===== src/hdl/nqt_pkg.sv =====
// ----------------------------------------------------------------------------
// nqt_pkg
// shared types, constants and list-match helper for the nested quote tokenizer
// ----------------------------------------------------------------------------
package nqt_pkg;

  localparam int unsigned MAX_NEST    = 255;
  localparam int unsigned NEST_W      = $clog2(MAX_NEST + 1);
  localparam int unsigned DELIM_SLOTS = 8;
  localparam int unsigned QUOTE_SLOTS = 4;
  localparam int unsigned SLOT_W      = (QUOTE_SLOTS > 1) ? $clog2(QUOTE_SLOTS) : 1;

  localparam int unsigned CFG_W       = 64;
  localparam int unsigned QSET_W      = 32;

  localparam int unsigned CMD_DEPTH   = 4;
  localparam int unsigned CMD_PTR_W   = $clog2(CMD_DEPTH);
  localparam int unsigned CMD_CNT_W   = $clog2(CMD_DEPTH + 1);
  localparam int unsigned OUT_DEPTH   = 4;
  localparam int unsigned OUT_PTR_W   = $clog2(OUT_DEPTH);
  localparam int unsigned OUT_CNT_W   = $clog2(OUT_DEPTH + 1);

  localparam logic [7:0] CH_BSLASH = 8'h5C;
  localparam logic [7:0] CH_DQUOTE = 8'h22;

  localparam logic [CFG_W-1:0]  START_SKIP_RST  = CFG_W'(32);
  localparam logic [CFG_W-1:0]  END_DELIM_RST   = CFG_W'(32);
  localparam logic [QSET_W-1:0] QUOTE_OPEN_RST  = QSET_W'(34);
  localparam logic [QSET_W-1:0] QUOTE_CLOSE_RST = QSET_W'(34);

  typedef enum logic [1:0] {
    CFG_START_SKIP  = 2'd0,
    CFG_END_DELIM   = 2'd1,
    CFG_QUOTE_OPEN  = 2'd2,
    CFG_QUOTE_CLOSE = 2'd3
  } cfg_idx_e;

  typedef enum logic [2:0] {
    PH_SKIP   = 3'b001,
    PH_PLAIN  = 3'b010,
    PH_QUOTED = 3'b100
  } phase_e;

  typedef struct packed {
    logic [7:0] in_char;
    logic       string_end;
  } in_item_t;

  typedef struct packed {
    logic [7:0] out_char;
    logic       token_last;
  } out_item_t;

  // classified item handed from front to back
  typedef struct packed {
    logic [7:0]             ch;
    logic                   last;
    logic                   skip_hit;
    logic                   end_hit;
    logic [QUOTE_SLOTS-1:0] open_hit;
    logic [QUOTE_SLOTS-1:0] close_hit;
  } cls_t;

  // up to two result writes per cycle, packed toward slot 0
  typedef struct packed {
    logic      v0;
    out_item_t d0;
    logic      v1;
    out_item_t d1;
  } res_wr_t;

  // per-slot hits of c in a zero-terminated byte list
  function automatic logic [7:0] slot_hits(logic [CFG_W-1:0] set, int unsigned slots,
                                           logic [7:0] c);
    logic       alive;
    logic [7:0] hits;
    logic [7:0] b;
    alive = 1'b1;
    hits  = '0;
    for (int i = 0; i < 8; i++) begin
      b = set[8*i +: 8];
      if (i >= slots || b == 8'd0) alive = 1'b0;
      hits[i] = alive && (b == c);
    end
    return hits;
  endfunction

endpackage


===== src/hdl/nqt_front.sv =====
// ----------------------------------------------------------------------------
// nqt_front
// configuration registers and per-character classification
// ----------------------------------------------------------------------------
module nqt_front
  import nqt_pkg::*;
(
  input  logic             clk_i,
  input  logic             rst_ni,
  input  logic             cfg_we_i,
  input  cfg_idx_e         cfg_idx_i,
  input  logic [CFG_W-1:0] cfg_data_i,
  input  logic             push_i,
  input  in_item_t         in_item_i,
  input  logic             q_full_i,
  output logic             wr_en_o,
  output cls_t             cls_o
);

  logic [CFG_W-1:0]  skip_set_q;
  logic [CFG_W-1:0]  end_set_q;
  logic [QSET_W-1:0] open_set_q;
  logic [QSET_W-1:0] close_set_q;
  logic [7:0]        open_hits;
  logic [7:0]        close_hits;

  always_ff @(posedge clk_i or negedge rst_ni) begin
    if (!rst_ni) begin
      skip_set_q  <= START_SKIP_RST;
      end_set_q   <= END_DELIM_RST;
      open_set_q  <= QUOTE_OPEN_RST;
      close_set_q <= QUOTE_CLOSE_RST;
    end else if (cfg_we_i) begin
      unique case (cfg_idx_i)
        CFG_START_SKIP:  skip_set_q  <= cfg_data_i;
        CFG_END_DELIM:   end_set_q   <= cfg_data_i;
        CFG_QUOTE_OPEN:  open_set_q  <= cfg_data_i[QSET_W-1:0];
        CFG_QUOTE_CLOSE: close_set_q <= cfg_data_i[QSET_W-1:0];
        default: ;
      endcase
    end
  end

  assign open_hits  = slot_hits(CFG_W'(open_set_q), QUOTE_SLOTS, in_item_i.in_char);
  assign close_hits = slot_hits(CFG_W'(close_set_q), QUOTE_SLOTS, in_item_i.in_char);

  always_comb begin
    cls_o.ch        = in_item_i.in_char;
    cls_o.last      = in_item_i.string_end;
    cls_o.skip_hit  = |slot_hits(skip_set_q, DELIM_SLOTS, in_item_i.in_char);
    cls_o.end_hit   = |slot_hits(end_set_q, DELIM_SLOTS, in_item_i.in_char);
    cls_o.open_hit  = open_hits[QUOTE_SLOTS-1:0];
    cls_o.close_hit = close_hits[QUOTE_SLOTS-1:0];
  end

  assign wr_en_o = push_i && !q_full_i;

endmodule


===== src/hdl/nqt_cmd_fifo.sv =====
// ----------------------------------------------------------------------------
// nqt_cmd_fifo
// short queue of classified items between front and back
// ----------------------------------------------------------------------------
module nqt_cmd_fifo
  import nqt_pkg::*;
(
  input  logic clk_i,
  input  logic rst_ni,
  input  logic wr_en_i,
  input  cls_t wr_data_i,
  input  logic rd_en_i,
  output cls_t rd_data_o,
  output logic full_o,
  output logic empty_o
);

  cls_t                 mem_q [CMD_DEPTH];
  logic [CMD_PTR_W-1:0] wr_ptr_q, wr_ptr_d;
  logic [CMD_PTR_W-1:0] rd_ptr_q, rd_ptr_d;
  logic [CMD_CNT_W-1:0] cnt_q, cnt_d;
  logic                 do_wr, do_rd;

  assign full_o    = (cnt_q == CMD_CNT_W'(CMD_DEPTH));
  assign empty_o   = (cnt_q == '0);
  assign do_wr     = wr_en_i && !full_o;
  assign do_rd     = rd_en_i && !empty_o;
  assign rd_data_o = mem_q[rd_ptr_q];

  always_comb begin
    wr_ptr_d = do_wr ? wr_ptr_q + CMD_PTR_W'(1) : wr_ptr_q;
    rd_ptr_d = do_rd ? rd_ptr_q + CMD_PTR_W'(1) : rd_ptr_q;
    cnt_d    = cnt_q + CMD_CNT_W'(do_wr) - CMD_CNT_W'(do_rd);
  end

  always_ff @(posedge clk_i or negedge rst_ni) begin
    if (!rst_ni) begin
      wr_ptr_q <= '0;
      rd_ptr_q <= '0;
      cnt_q    <= '0;
    end else begin
      wr_ptr_q <= wr_ptr_d;
      rd_ptr_q <= rd_ptr_d;
      cnt_q    <= cnt_d;
    end
  end

  always_ff @(posedge clk_i) begin
    if (do_wr) begin
      mem_q[wr_ptr_q] <= wr_data_i;
    end
  end

endmodule


===== src/hdl/nqt_back.sv =====
// ----------------------------------------------------------------------------
// nqt_back
// tokenizer state machine: skipping, quoting, nesting and one-behind output
// ----------------------------------------------------------------------------
module nqt_back
  import nqt_pkg::*;
(
  input  logic    clk_i,
  input  logic    rst_ni,
  input  logic    cmd_empty_i,
  input  cls_t    cmd_i,
  input  logic    out_room_i,
  output logic    cmd_pop_o,
  output res_wr_t res_o
);

  phase_e            phase_q, phase_d;
  logic [SLOT_W-1:0] slot_q, slot_d;
  logic [NEST_W-1:0] nest_q, nest_d;
  logic              bs_q, bs_d;
  logic [7:0]        held_q, held_d;
  logic              hv_q, hv_d;

  logic              q_any;
  logic [SLOT_W-1:0] q_idx;
  logic              is_bs;
  logic              e0_v, e1_v;
  out_item_t         e0, e1;
  logic              fin;

  assign cmd_pop_o = !cmd_empty_i && out_room_i;
  assign q_any     = |cmd_i.open_hit;
  assign is_bs     = (cmd_i.ch == CH_BSLASH);

  // lowest matching open slot
  always_comb begin
    q_idx = '0;
    for (int i = QUOTE_SLOTS - 1; i >= 0; i--) begin
      if (cmd_i.open_hit[i]) q_idx = SLOT_W'(i);
    end
  end

  always_comb begin
    phase_d = phase_q;
    slot_d  = slot_q;
    nest_d  = nest_q;
    bs_d    = bs_q;
    held_d  = held_q;
    hv_d    = hv_q;
    e0_v    = 1'b0;
    e0      = '{out_char: held_q, token_last: 1'b0};
    e1_v    = 1'b0;
    e1      = '{out_char: cmd_i.ch, token_last: 1'b1};
    fin     = 1'b0;
    if (cmd_pop_o) begin
      unique case (phase_q)
        PH_PLAIN: begin
          if (cmd_i.end_hit) begin
            e1_v    = hv_q;
            e1      = '{out_char: held_q, token_last: 1'b1};
            hv_d    = 1'b0;
            phase_d = PH_SKIP;
            slot_d  = '0;
            nest_d  = '0;
            bs_d    = 1'b0;
          end else begin
            e0_v   = hv_q && !(held_q == CH_BSLASH && cmd_i.ch == CH_DQUOTE);
            held_d = cmd_i.ch;
            hv_d   = 1'b1;
            if (q_any) begin
              phase_d = PH_QUOTED;
              slot_d  = q_idx;
              nest_d  = NEST_W'(1);
              bs_d    = 1'b0;
            end else begin
              bs_d = is_bs;
            end
            fin = cmd_i.last;
          end
        end
        PH_QUOTED: begin
          if (!bs_q && cmd_i.close_hit[slot_q]) begin
            if (nest_q != '0) nest_d = nest_q - NEST_W'(1);
          end else if (!bs_q && cmd_i.open_hit[slot_q]) begin
            if (nest_q < NEST_W'(MAX_NEST)) nest_d = nest_q + NEST_W'(1);
          end
          e0_v    = hv_q && !(held_q == CH_BSLASH && cmd_i.ch == CH_DQUOTE);
          held_d  = cmd_i.ch;
          hv_d    = 1'b1;
          bs_d    = is_bs;
          phase_d = (nest_d == '0) ? PH_PLAIN : PH_QUOTED;
          fin     = cmd_i.last;
        end
        default: begin
          // skipping, and any unused phase code
          if (!q_any && cmd_i.skip_hit) begin
            hv_d    = 1'b0;
            phase_d = PH_SKIP;
          end else begin
            held_d = cmd_i.ch;
            hv_d   = 1'b1;
            if (q_any) begin
              phase_d = PH_QUOTED;
              slot_d  = q_idx;
              nest_d  = NEST_W'(1);
              bs_d    = 1'b0;
            end else begin
              phase_d = PH_PLAIN;
              bs_d    = is_bs;
            end
            fin = cmd_i.last;
          end
        end
      endcase
      if (fin) begin
        e1_v    = 1'b1;
        e1      = '{out_char: cmd_i.ch, token_last: 1'b1};
        hv_d    = 1'b0;
        phase_d = PH_SKIP;
        slot_d  = '0;
        nest_d  = '0;
        bs_d    = 1'b0;
      end
    end
  end

  // pack results toward slot 0
  always_comb begin
    res_o.v0 = e0_v || e1_v;
    res_o.d0 = e0_v ? e0 : e1;
    res_o.v1 = e0_v && e1_v;
    res_o.d1 = e1;
  end

  always_ff @(posedge clk_i or negedge rst_ni) begin
    if (!rst_ni) begin
      phase_q <= PH_SKIP;
      slot_q  <= '0;
      nest_q  <= '0;
      bs_q    <= 1'b0;
      held_q  <= '0;
      hv_q    <= 1'b0;
    end else begin
      phase_q <= phase_d;
      slot_q  <= slot_d;
      nest_q  <= nest_d;
      bs_q    <= bs_d;
      held_q  <= held_d;
      hv_q    <= hv_d;
    end
  end

endmodule


===== src/hdl/nqt_out_fifo.sv =====
// ----------------------------------------------------------------------------
// nqt_out_fifo
// result queue: up to two writes and one read per cycle
// ----------------------------------------------------------------------------
module nqt_out_fifo
  import nqt_pkg::*;
(
  input  logic      clk_i,
  input  logic      rst_ni,
  input  res_wr_t   wr_i,
  input  logic      pop_i,
  output out_item_t rd_data_o,
  output logic      empty_o,
  output logic      room2_o
);

  out_item_t            mem_q [OUT_DEPTH];
  logic [OUT_PTR_W-1:0] wr_ptr_q, wr_ptr_d;
  logic [OUT_PTR_W-1:0] rd_ptr_q, rd_ptr_d;
  logic [OUT_CNT_W-1:0] cnt_q, cnt_d;
  logic                 do_rd;
  logic [OUT_PTR_W-1:0] wr_ptr_nx;

  assign empty_o   = (cnt_q == '0);
  assign room2_o   = (cnt_q <= OUT_CNT_W'(OUT_DEPTH - 2));
  assign do_rd     = pop_i && !empty_o;
  assign rd_data_o = mem_q[rd_ptr_q];
  assign wr_ptr_nx = wr_ptr_q + OUT_PTR_W'(1);

  always_comb begin
    wr_ptr_d = wr_ptr_q + OUT_PTR_W'(wr_i.v0) + OUT_PTR_W'(wr_i.v1);
    rd_ptr_d = do_rd ? rd_ptr_q + OUT_PTR_W'(1) : rd_ptr_q;
    cnt_d    = cnt_q + OUT_CNT_W'(wr_i.v0) + OUT_CNT_W'(wr_i.v1) - OUT_CNT_W'(do_rd);
  end

  always_ff @(posedge clk_i or negedge rst_ni) begin
    if (!rst_ni) begin
      wr_ptr_q <= '0;
      rd_ptr_q <= '0;
      cnt_q    <= '0;
    end else begin
      wr_ptr_q <= wr_ptr_d;
      rd_ptr_q <= rd_ptr_d;
      cnt_q    <= cnt_d;
    end
  end

  always_ff @(posedge clk_i) begin
    if (wr_i.v0) begin
      mem_q[wr_ptr_q] <= wr_i.d0;
    end
    if (wr_i.v1) begin
      mem_q[wr_ptr_nx] <= wr_i.d1;
    end
  end

endmodule


===== src/hdl/nested_quote_tokenizer_core.sv =====
// ----------------------------------------------------------------------------
// nested_quote_tokenizer_core
// streaming string tokenizer with nested quoting and escape collapsing
// ----------------------------------------------------------------------------
// results: a result enters the result queue in the same cycle its completing item is taken
// throughput: one item per cycle; the back takes one queued item per cycle while the
//   result queue has room for two, and an item giving two results needs two consumer pops
// reset: asynchronous, active low; delimiter sets go to space/space/dquote/dquote,
//   both queues empty, tokenizer back in the skipping phase
module nested_quote_tokenizer_core
  import nqt_pkg::*;
(
  input  logic             clk_i,
  input  logic             rst_ni,
  // configuration writes
  input  logic             cfg_we_i,
  input  cfg_idx_e         cfg_idx_i,
  input  logic [CFG_W-1:0] cfg_data_i,
  // input item side
  input  logic             push,
  input  in_item_t         in_item_i,
  output logic             full,
  // result item side
  output logic             empty,
  input  logic             pop,
  output out_item_t        out_item_o
);

  // front to queue
  logic    cmd_wr;
  cls_t    cmd_wdata;
  // queue to back
  cls_t    cmd_head;
  logic    cmd_empty;
  logic    cmd_pop;
  // back to result queue
  res_wr_t res_wr;
  logic    out_room;

  // front: config registers and list compares on the incoming char
  nqt_front u_front (
    .clk_i      (clk_i),
    .rst_ni     (rst_ni),
    .cfg_we_i   (cfg_we_i),
    .cfg_idx_i  (cfg_idx_i),
    .cfg_data_i (cfg_data_i),
    .push_i     (push),
    .in_item_i  (in_item_i),
    .q_full_i   (full),
    .wr_en_o    (cmd_wr),
    .cls_o      (cmd_wdata)
  );

  // decoupling queue of classified items
  nqt_cmd_fifo u_cmd_fifo (
    .clk_i     (clk_i),
    .rst_ni    (rst_ni),
    .wr_en_i   (cmd_wr),
    .wr_data_i (cmd_wdata),
    .rd_en_i   (cmd_pop),
    .rd_data_o (cmd_head),
    .full_o    (full),
    .empty_o   (cmd_empty)
  );

  // back: phase, nesting and the one-behind held char
  nqt_back u_back (
    .clk_i       (clk_i),
    .rst_ni      (rst_ni),
    .cmd_empty_i (cmd_empty),
    .cmd_i       (cmd_head),
    .out_room_i  (out_room),
    .cmd_pop_o   (cmd_pop),
    .res_o       (res_wr)
  );

  // result queue seen by the consumer
  nqt_out_fifo u_out_fifo (
    .clk_i     (clk_i),
    .rst_ni    (rst_ni),
    .wr_i      (res_wr),
    .pop_i     (pop),
    .rd_data_o (out_item_o),
    .empty_o   (empty),
    .room2_o   (out_room)
  );

endmodule

===== config.mk =====
export PLATFORM = sky130hd
export DESIGN_NAME = nested_quote_tokenizer_core
export DESIGN_NICKNAME = d
export VERILOG_FILES = /design/src/hdl/nqt_pkg.sv /design/src/hdl/nqt_front.sv /design/src/hdl/nqt_cmd_fifo.sv /design/src/hdl/nqt_back.sv /design/src/hdl/nqt_out_fifo.sv /design/src/hdl/nested_quote_tokenizer_core.sv
export SDC_FILE = /design/constraint.sdc
export NUM_CORES = 1
export LEC_CHECK = 0
export ABC_AREA = 1
export BUFFER_PORTS_ARGS = -buffer_cell sky130_fd_sc_hd__buf_2
export CELL_PAD_IN_SITES_DETAIL_PLACEMENT = 1
export CELL_PAD_IN_SITES_GLOBAL_PLACEMENT = 1
export CORE_MARGIN = 10
export CORE_UTILIZATION = 43
export CTS_CLUSTER_DIAMETER = 30
export DETAILED_ROUTE_END_ITERATION = 12
export PLACE_DENSITY_LB_ADDON = 0.1
export SYNTH_ARGS = -nofsm -noshare
export SYNTH_HDL_FRONTEND = slang
export SYNTH_HIERARCHICAL = 1
export SYNTH_SLANG_ARGS = --single-unit

===== constraint.sdc =====
create_clock -name clk_i -period 3.1 [get_ports clk_i]
set_input_delay 0.155 -clock clk_i [delete_from_list [all_inputs] [get_ports clk_i]]
set_output_delay 0.155 -clock clk_i [all_outputs]
set_load 0.02 [all_outputs]

# ---- After elaboration in Yosys (flattened, before gate mapping)
# Memories as Yosys holds them, arrays and structs flattened.
# Cells that the tools add are included.
# W data, S select, Z words.
dict set report op_classes {
  muxes 89
  magnitude_cmp 3
  addsub 13
  eq_ne 39
  n_reduce_logical 82
}
# operator count
set op_table {}
lappend op_table {{$logic_not A8 Y1} 25}
lappend op_table {{$eq A8 B8 Y1} 24}
lappend op_table {{$mux W8} 12}
lappend op_table {{$mux W1} 48}
lappend op_table {{$mux W9} 5}
lappend op_table {{$logic_and A1 B1 Y1} 35}
lappend op_table {{$pmux W8 S2} 2}
lappend op_table {{$mux W3} 6}
lappend op_table {{$eq A8 B7 Y1 const B} 2}
lappend op_table {{$mux W2} 8}
lappend op_table {{$reduce_or A8 Y1} 2}
lappend op_table {{$reduce_and A2 Y1} 6}
lappend op_table {{$add A3 B1 Y3} 3}
lappend op_table {{$add A2 B1 Y2 const B} 4}
lappend op_table {{$add A8 B1 Y8 const B} 1}
lappend op_table {{$eq A8 B6 Y1 const B} 1}
lappend op_table {{$lt A8 B8 Y1 const B} 1}
lappend op_table {{$pmux W1 S2} 4}
lappend op_table {{$reduce_bool A8 Y1} 1}
lappend op_table {{$sub A8 B1 Y8 const B} 1}
lappend op_table {{$eq A3 B3 Y1 const B} 2}
lappend op_table {{$logic_not A1 Y1} 6}
lappend op_table {{$logic_not A3 Y1} 2}
lappend op_table {{$ne A3 B3 Y1 const B} 2}
lappend op_table {{other kinds (18)} 23}
dict set report word_totals {
  out_inout_bits 11
  reg_bits 229
  mem_bits_rw 112
  input_bits 80
  n_memories 2
}
# name depth width rd rd_ports_with_merged_regs write_ports line
set memory_table {}
lappend memory_table {u_cmd_fifo.mem_q 4 19 1 0 1 nqt_cmd_fifo.sv:18} ;# cls_t mem_q [CMD_DEPTH];
lappend memory_table {u_out_fifo.mem_q 4 9 1 0 2 nqt_out_fifo.sv:17} ;# out_item_t mem_q [OUT_DEPTH];

# ---- Depth between registers and ports, before layout
# An unclocked memory read counts as a cell.
dict set report depth {
  depth_word 13
  mapped_depth 23
  ltp_nobuf 20
}

# ---- By module
# The synthesis kept the hierarchy.
# mod seq_area_each_um2 area_each_um2 cells_each instances
set modules_own_cells {}
lappend modules_own_cells {nqt_front 4812.1 10348.7 1276 1}
lappend modules_own_cells {nqt_cmd_fifo 2457.4 3444.6 300 1}
lappend modules_own_cells {nqt_out_fifo 1256.2 2346.0 249 1}
lappend modules_own_cells {nqt_back 576.8 2152.1 348 1}

# ---- Worst setup path after synthesis
# OpenSTA, ideal clock, no wires.
dict set report synth_timing {
  path_kind {reg-to-reg}
  start {register u_cmd_fifo.rd_ptr_q[0]}
  end {register u_out_fifo.cnt_q[2]}
  setup_ns 0.123
  required_ns 2.977
  path_buffers 3
  path_stages_with_launch 24
  t_arrival_ns 3.206
  slack_ns -0.228
  synth_period_minus_slack_ns 3.328
  path_cell_list {dfrtp_1 buf_6 buf_8 buf_8 nand2_1 o21ai_1 nand2_1 nand2_1 inv_1 nand2_2 nor3_4 inv_4 nor3_4 nor2_2 nand2_4 o21ai_0 nand2_1 nand2_1 inv_1 ha_1 inv_1 fa_1 fa_1 xnor2_1}
}
# element line
set synth_rtl {}
lappend synth_rtl {{start: declaration} nqt_cmd_fifo.sv:20} ;# logic [CMD_PTR_W-1:0] rd_ptr_q, rd_ptr_d;
lappend synth_rtl {{start signal: assignment} nqt_cmd_fifo.sv:43} ;# rd_ptr_q <= rd_ptr_d;
lappend synth_rtl {{end signal: assignment} nqt_out_fifo.sv:44} ;# cnt_q <= cnt_d;
lappend synth_rtl {{end: declaration} nqt_out_fifo.sv:20} ;# logic [OUT_CNT_W-1:0] cnt_q, cnt_d;

==> out/results.ini <==
[outcome]
status = finished with violations
violations = negative setup slack

[timing]
final_hold_viol_count = 0
clock.fmax_ghz = 0.3159
clock_skew_ns = 0.01449
worst_pin_slew_ns = 0.8915
min_period_over_period_pct = 102.1
fin_ws_ns = -0.06601
finalCriticalPeriod_ns = 3.166
rsz0062_at_grt = yes
relSlewSlack_pct = 40.56
holdWs_ns = 0.03433
setup_violations = 2
final_max_slew_viol_count = 0

[yosys]
netlist_area_um2 = 18290
synth_edf_count = 112
synth-seq-cells = 341
syn_avg_cell_area_um2 = 8.418
synthCells = 2173
synth_top_flop_cell = dfrtp_1
synth_cell_types = 52
synth_commonest_cells = nand2_1, o21ai_0, dfrtp_1
async_flop_share_pct = 67.16
yosysTopAreaCell = dfrtp_1
yosys_warnings = 6
yosysMostFrequentCell = nand2_1
yosys.area.top_type_share_pct = 30.37
synth_nets = 2268
seq_area_frac_synth_pct = 49.76
synth_area_leaders = dfrtp_1, edfxtp_1, nand2_1

[drt]
detail-route-antenna-nets = 0
drc = 0
drt-total-wl_um = 55780
drt_first_pass_iters = 5
vias_per_cell = 5.158
wl_per_cell_um = 18.52
drtIter0Drc = 823
via_count = 15535

[cts]
cts_tree = yes
cts_max_level = 3
clock_sink_count = 341
cts_made_buffers = 88
clk_latency_ns = 0.62
clockBufferDepth = 3
ctsRootBufferMaster = clkbuf_16
path_clk_slew_ns = 0.05

[critical_path]
cp.arrival_ns = 3.66
worstPathMaxFanout = 6
crit_type = reg2reg
ff2ff_setup_slack_ns = -0.07
r2r_cells = 21
worstReg2RegEnd = u_out_fifo/cnt_q[2]
rr_startpoint = u_cmd_fifo/rd_ptr_q[0]
worst_setup_path_end_kind = register
critPathLaunchType = register
cp.required_ns = 3.59

[worst_hold_path]
holdPathStages = 1
hp-start = in_item_i[8]
holdPathEnd = u_cmd_fifo/mem_q[1][18]
holdCritPathClass = in2reg

[layout]
drive_gt1_share_pct = 16.59
fin_nets = 2494
area_delta_synth_final_pct = 28.14
stdcell_count = 3012
fill_cells = 4880
fin_util_pct = 55.75

[grt]
grt_max_degree = 87
grt-ovfl-total = 0
grt_pass1_vias = 16658
antenna_found_initial = 2
track_usage_pct = 21.88
grt_pass1_wl_um = 89130

[power_and_ir_drop]
p_leak_nw = 10.83
ir_worst_vdd_v = 0.0004438
power_switching_mw = 8.121
switching_share_pct = 35.08
clkPwrFrac_pct = 41.4
seq_power_share_pct = 28.1
power_density_nw_per_um2 = 987.7
comb_power_share_pct = 30.5
p_int_mw = 15.03

[floorplanning]
coreArea_um2 = 42040
rows = 75
start_util_pct = 43.51
io_pins = 91
fp.dieW_um = 226.2
die_h_um = 226.2
dieArea_um2 = 51190

[placed_design]
port_buffers = 90
dp.cells = 2766
hpwlAfterDp_um = 36730
globalplace.congestion = 0.8189

[run]
drv_cap = 0

[placed cells by master (no fill, tap or decap), drive strengths merged, types with 2 or more instances in the layout]
cell type    count
a21oi           24
a31oi            5
buf            171
bufinv          12
clkbuf         114
clkinv          21
clkinvlp        12
dfrtp          222
dfstp            7
dlygate4sd3     70
edfxtp         112
fa               4
ha              11
inv            215
nand2          614
nand3           60
nand3b           2
nand4           19
nor2           215
nor3            12
nor4            32
o21ai          324
o22ai            5
o31ai            2
o32ai            3
or2              7
xnor2          116
xor2            53
[routing by layer]
metal	routed length, µm	vias up	track usage (%)
met3	1703	97	3.892
met5	0	-	0
li1	-	7484	-
met2	28780	235	39.26
met1	23840	7719	25.83
met4	1458	0	7.250
[worst max-delay path: stages (launching register included)]
cell and delay [ns]:
dfrtp_2 0.45, buf_6 0.16, nor2_4 0.10, nor2_2 0.04
o21ai_1 0.10, nand2_1 0.11, inv_2 0.09, nand2_4 0.06
nor3_4 0.17, inv_4 0.06, nor3_4 0.23, nor2_4 0.07
nand2_4 0.08, o21ai_4 0.06, nand2_2 0.07, nand2_2 0.06
inv_2 0.09, ha_4 0.13, inv_2 0.03, fa_2 0.35
fa_2 0.37, xnor2_2 0.15
[cell type report]
| cell class | count | area [µm²] | share of cell area, % |
|---|---|---|---|
| flip-flops and latches | 341 | 9104 | 38.84 |
| multi-input cells | 1516 | 7821 | 33.37 |
| clock buffers | 114 | 2472 | 10.55 |
| repair buffers | 241 | 1881 | 8.023 |
| inverters | 211 | 794.5 | 3.390 |
| clock inverters | 49 | 689.4 | 2.941 |
| well taps | 539 | 674.4 | 2.877 |
| diodes | 1 | 2.502 | 0.01068 |
[logic make-up after synthesis]
logic type | after synthesis | share of synthesized area, %
buf+inv | 317 | 8.338
simple gates | 962 | 21.72
other cells | 1 | 0.02050
flops | 341 | 49.76
compound gates | 368 | 10.88
xor+xnor | 169 | 8.092
fa+ha+maj | 15 | 1.190
[repair_timing]
action                                 in CTS  in global routing
resized for setup                          11                 27
setup buffers                               5                  6
hold buffers                               70                  0
endpoints found under the hold margin     278                  0
cloned                                      0                  1
setup endpoints to repair                   2                 54
pin swaps                                   7                 12
[worst max path at each step]
stage,start,end,slack (ns),cells past startpoint
floorplan,u_cmd_fifo/rd_ptr_q[0],u_out_fifo/cnt_q[2],-0.13,23
global placement,u_cmd_fifo/rd_ptr_q[0],u_out_fifo/cnt_q[2],0.04,16
detailed placement,u_cmd_fifo/rd_ptr_q[0],u_out_fifo/cnt_q[2],-0.12,17
global route,u_cmd_fifo/rd_ptr_q[0],u_out_fifo/cnt_q[2],-0.21,21
CTS,u_cmd_fifo/rd_ptr_q[0],u_out_fifo/cnt_q[2],0.001,21
finish,u_cmd_fifo/rd_ptr_q[0],u_out_fifo/cnt_q[2],-0.07,21
[stage by stage]
| step | setup slack, ns | cell area (µm²) | setup TNS [ns] | power (mW) |
|---|---|---|---|---|
| global route | -0.2115 | 23440 | -0.5956 | 24.65 |
| finish | -0.06601 | 23440 | -0.07069 | 23.15 |
| detailed placement | -0.1243 | 19350 | -0.1243 | 13.17 |
| floorplan | -0.1326 | 18300 | -0.1942 | 11.10 |
| global placement | 0.04493 | 19350 | 0 | 12.85 |
| CTS | 0.001014 | 23280 | 0 | 23.09 |
[power groups by stage]
| stage | Sequential (mW) | Combinational, mW | Clock [mW] |
|---|---|---|---|
| after floorplan | 6.28 | 4.82 | 0 |
| after global placement | 6.50 | 6.35 | 0 |
| after detailed placement | 6.54 | 6.63 | 0 |
| after CTS | 6.50 | 6.87 | 9.73 |
| after global routing | 6.62 | 8.03 | 10.0 |
| final | 6.51 | 7.05 | 9.58 |
[state kept, by name, summed over array words and instances, names as in the netlist, 2 cells and up]
name / cells
u_cmd_fifo/wr_ptr_q: 2
u_front/skip_set_q: 64
u_cmd_fifo/cnt_q: 3
u_out_fifo/mem_q: 36
u_cmd_fifo/mem_q: 76
u_back/held_q: 8
u_front/open_set_q: 32
u_back/phase_q: 3
u_front/close_set_q: 32
u_out_fifo/wr_ptr_q: 2
u_back/slot_q: 2
u_back/nest_q: 8
u_front/end_set_q: 64
u_out_fifo/rd_ptr_q: 2
u_out_fifo/cnt_q: 3
u_cmd_fifo/rd_ptr_q: 2
No activity file was read; power rests on OpenSTA's default activity.
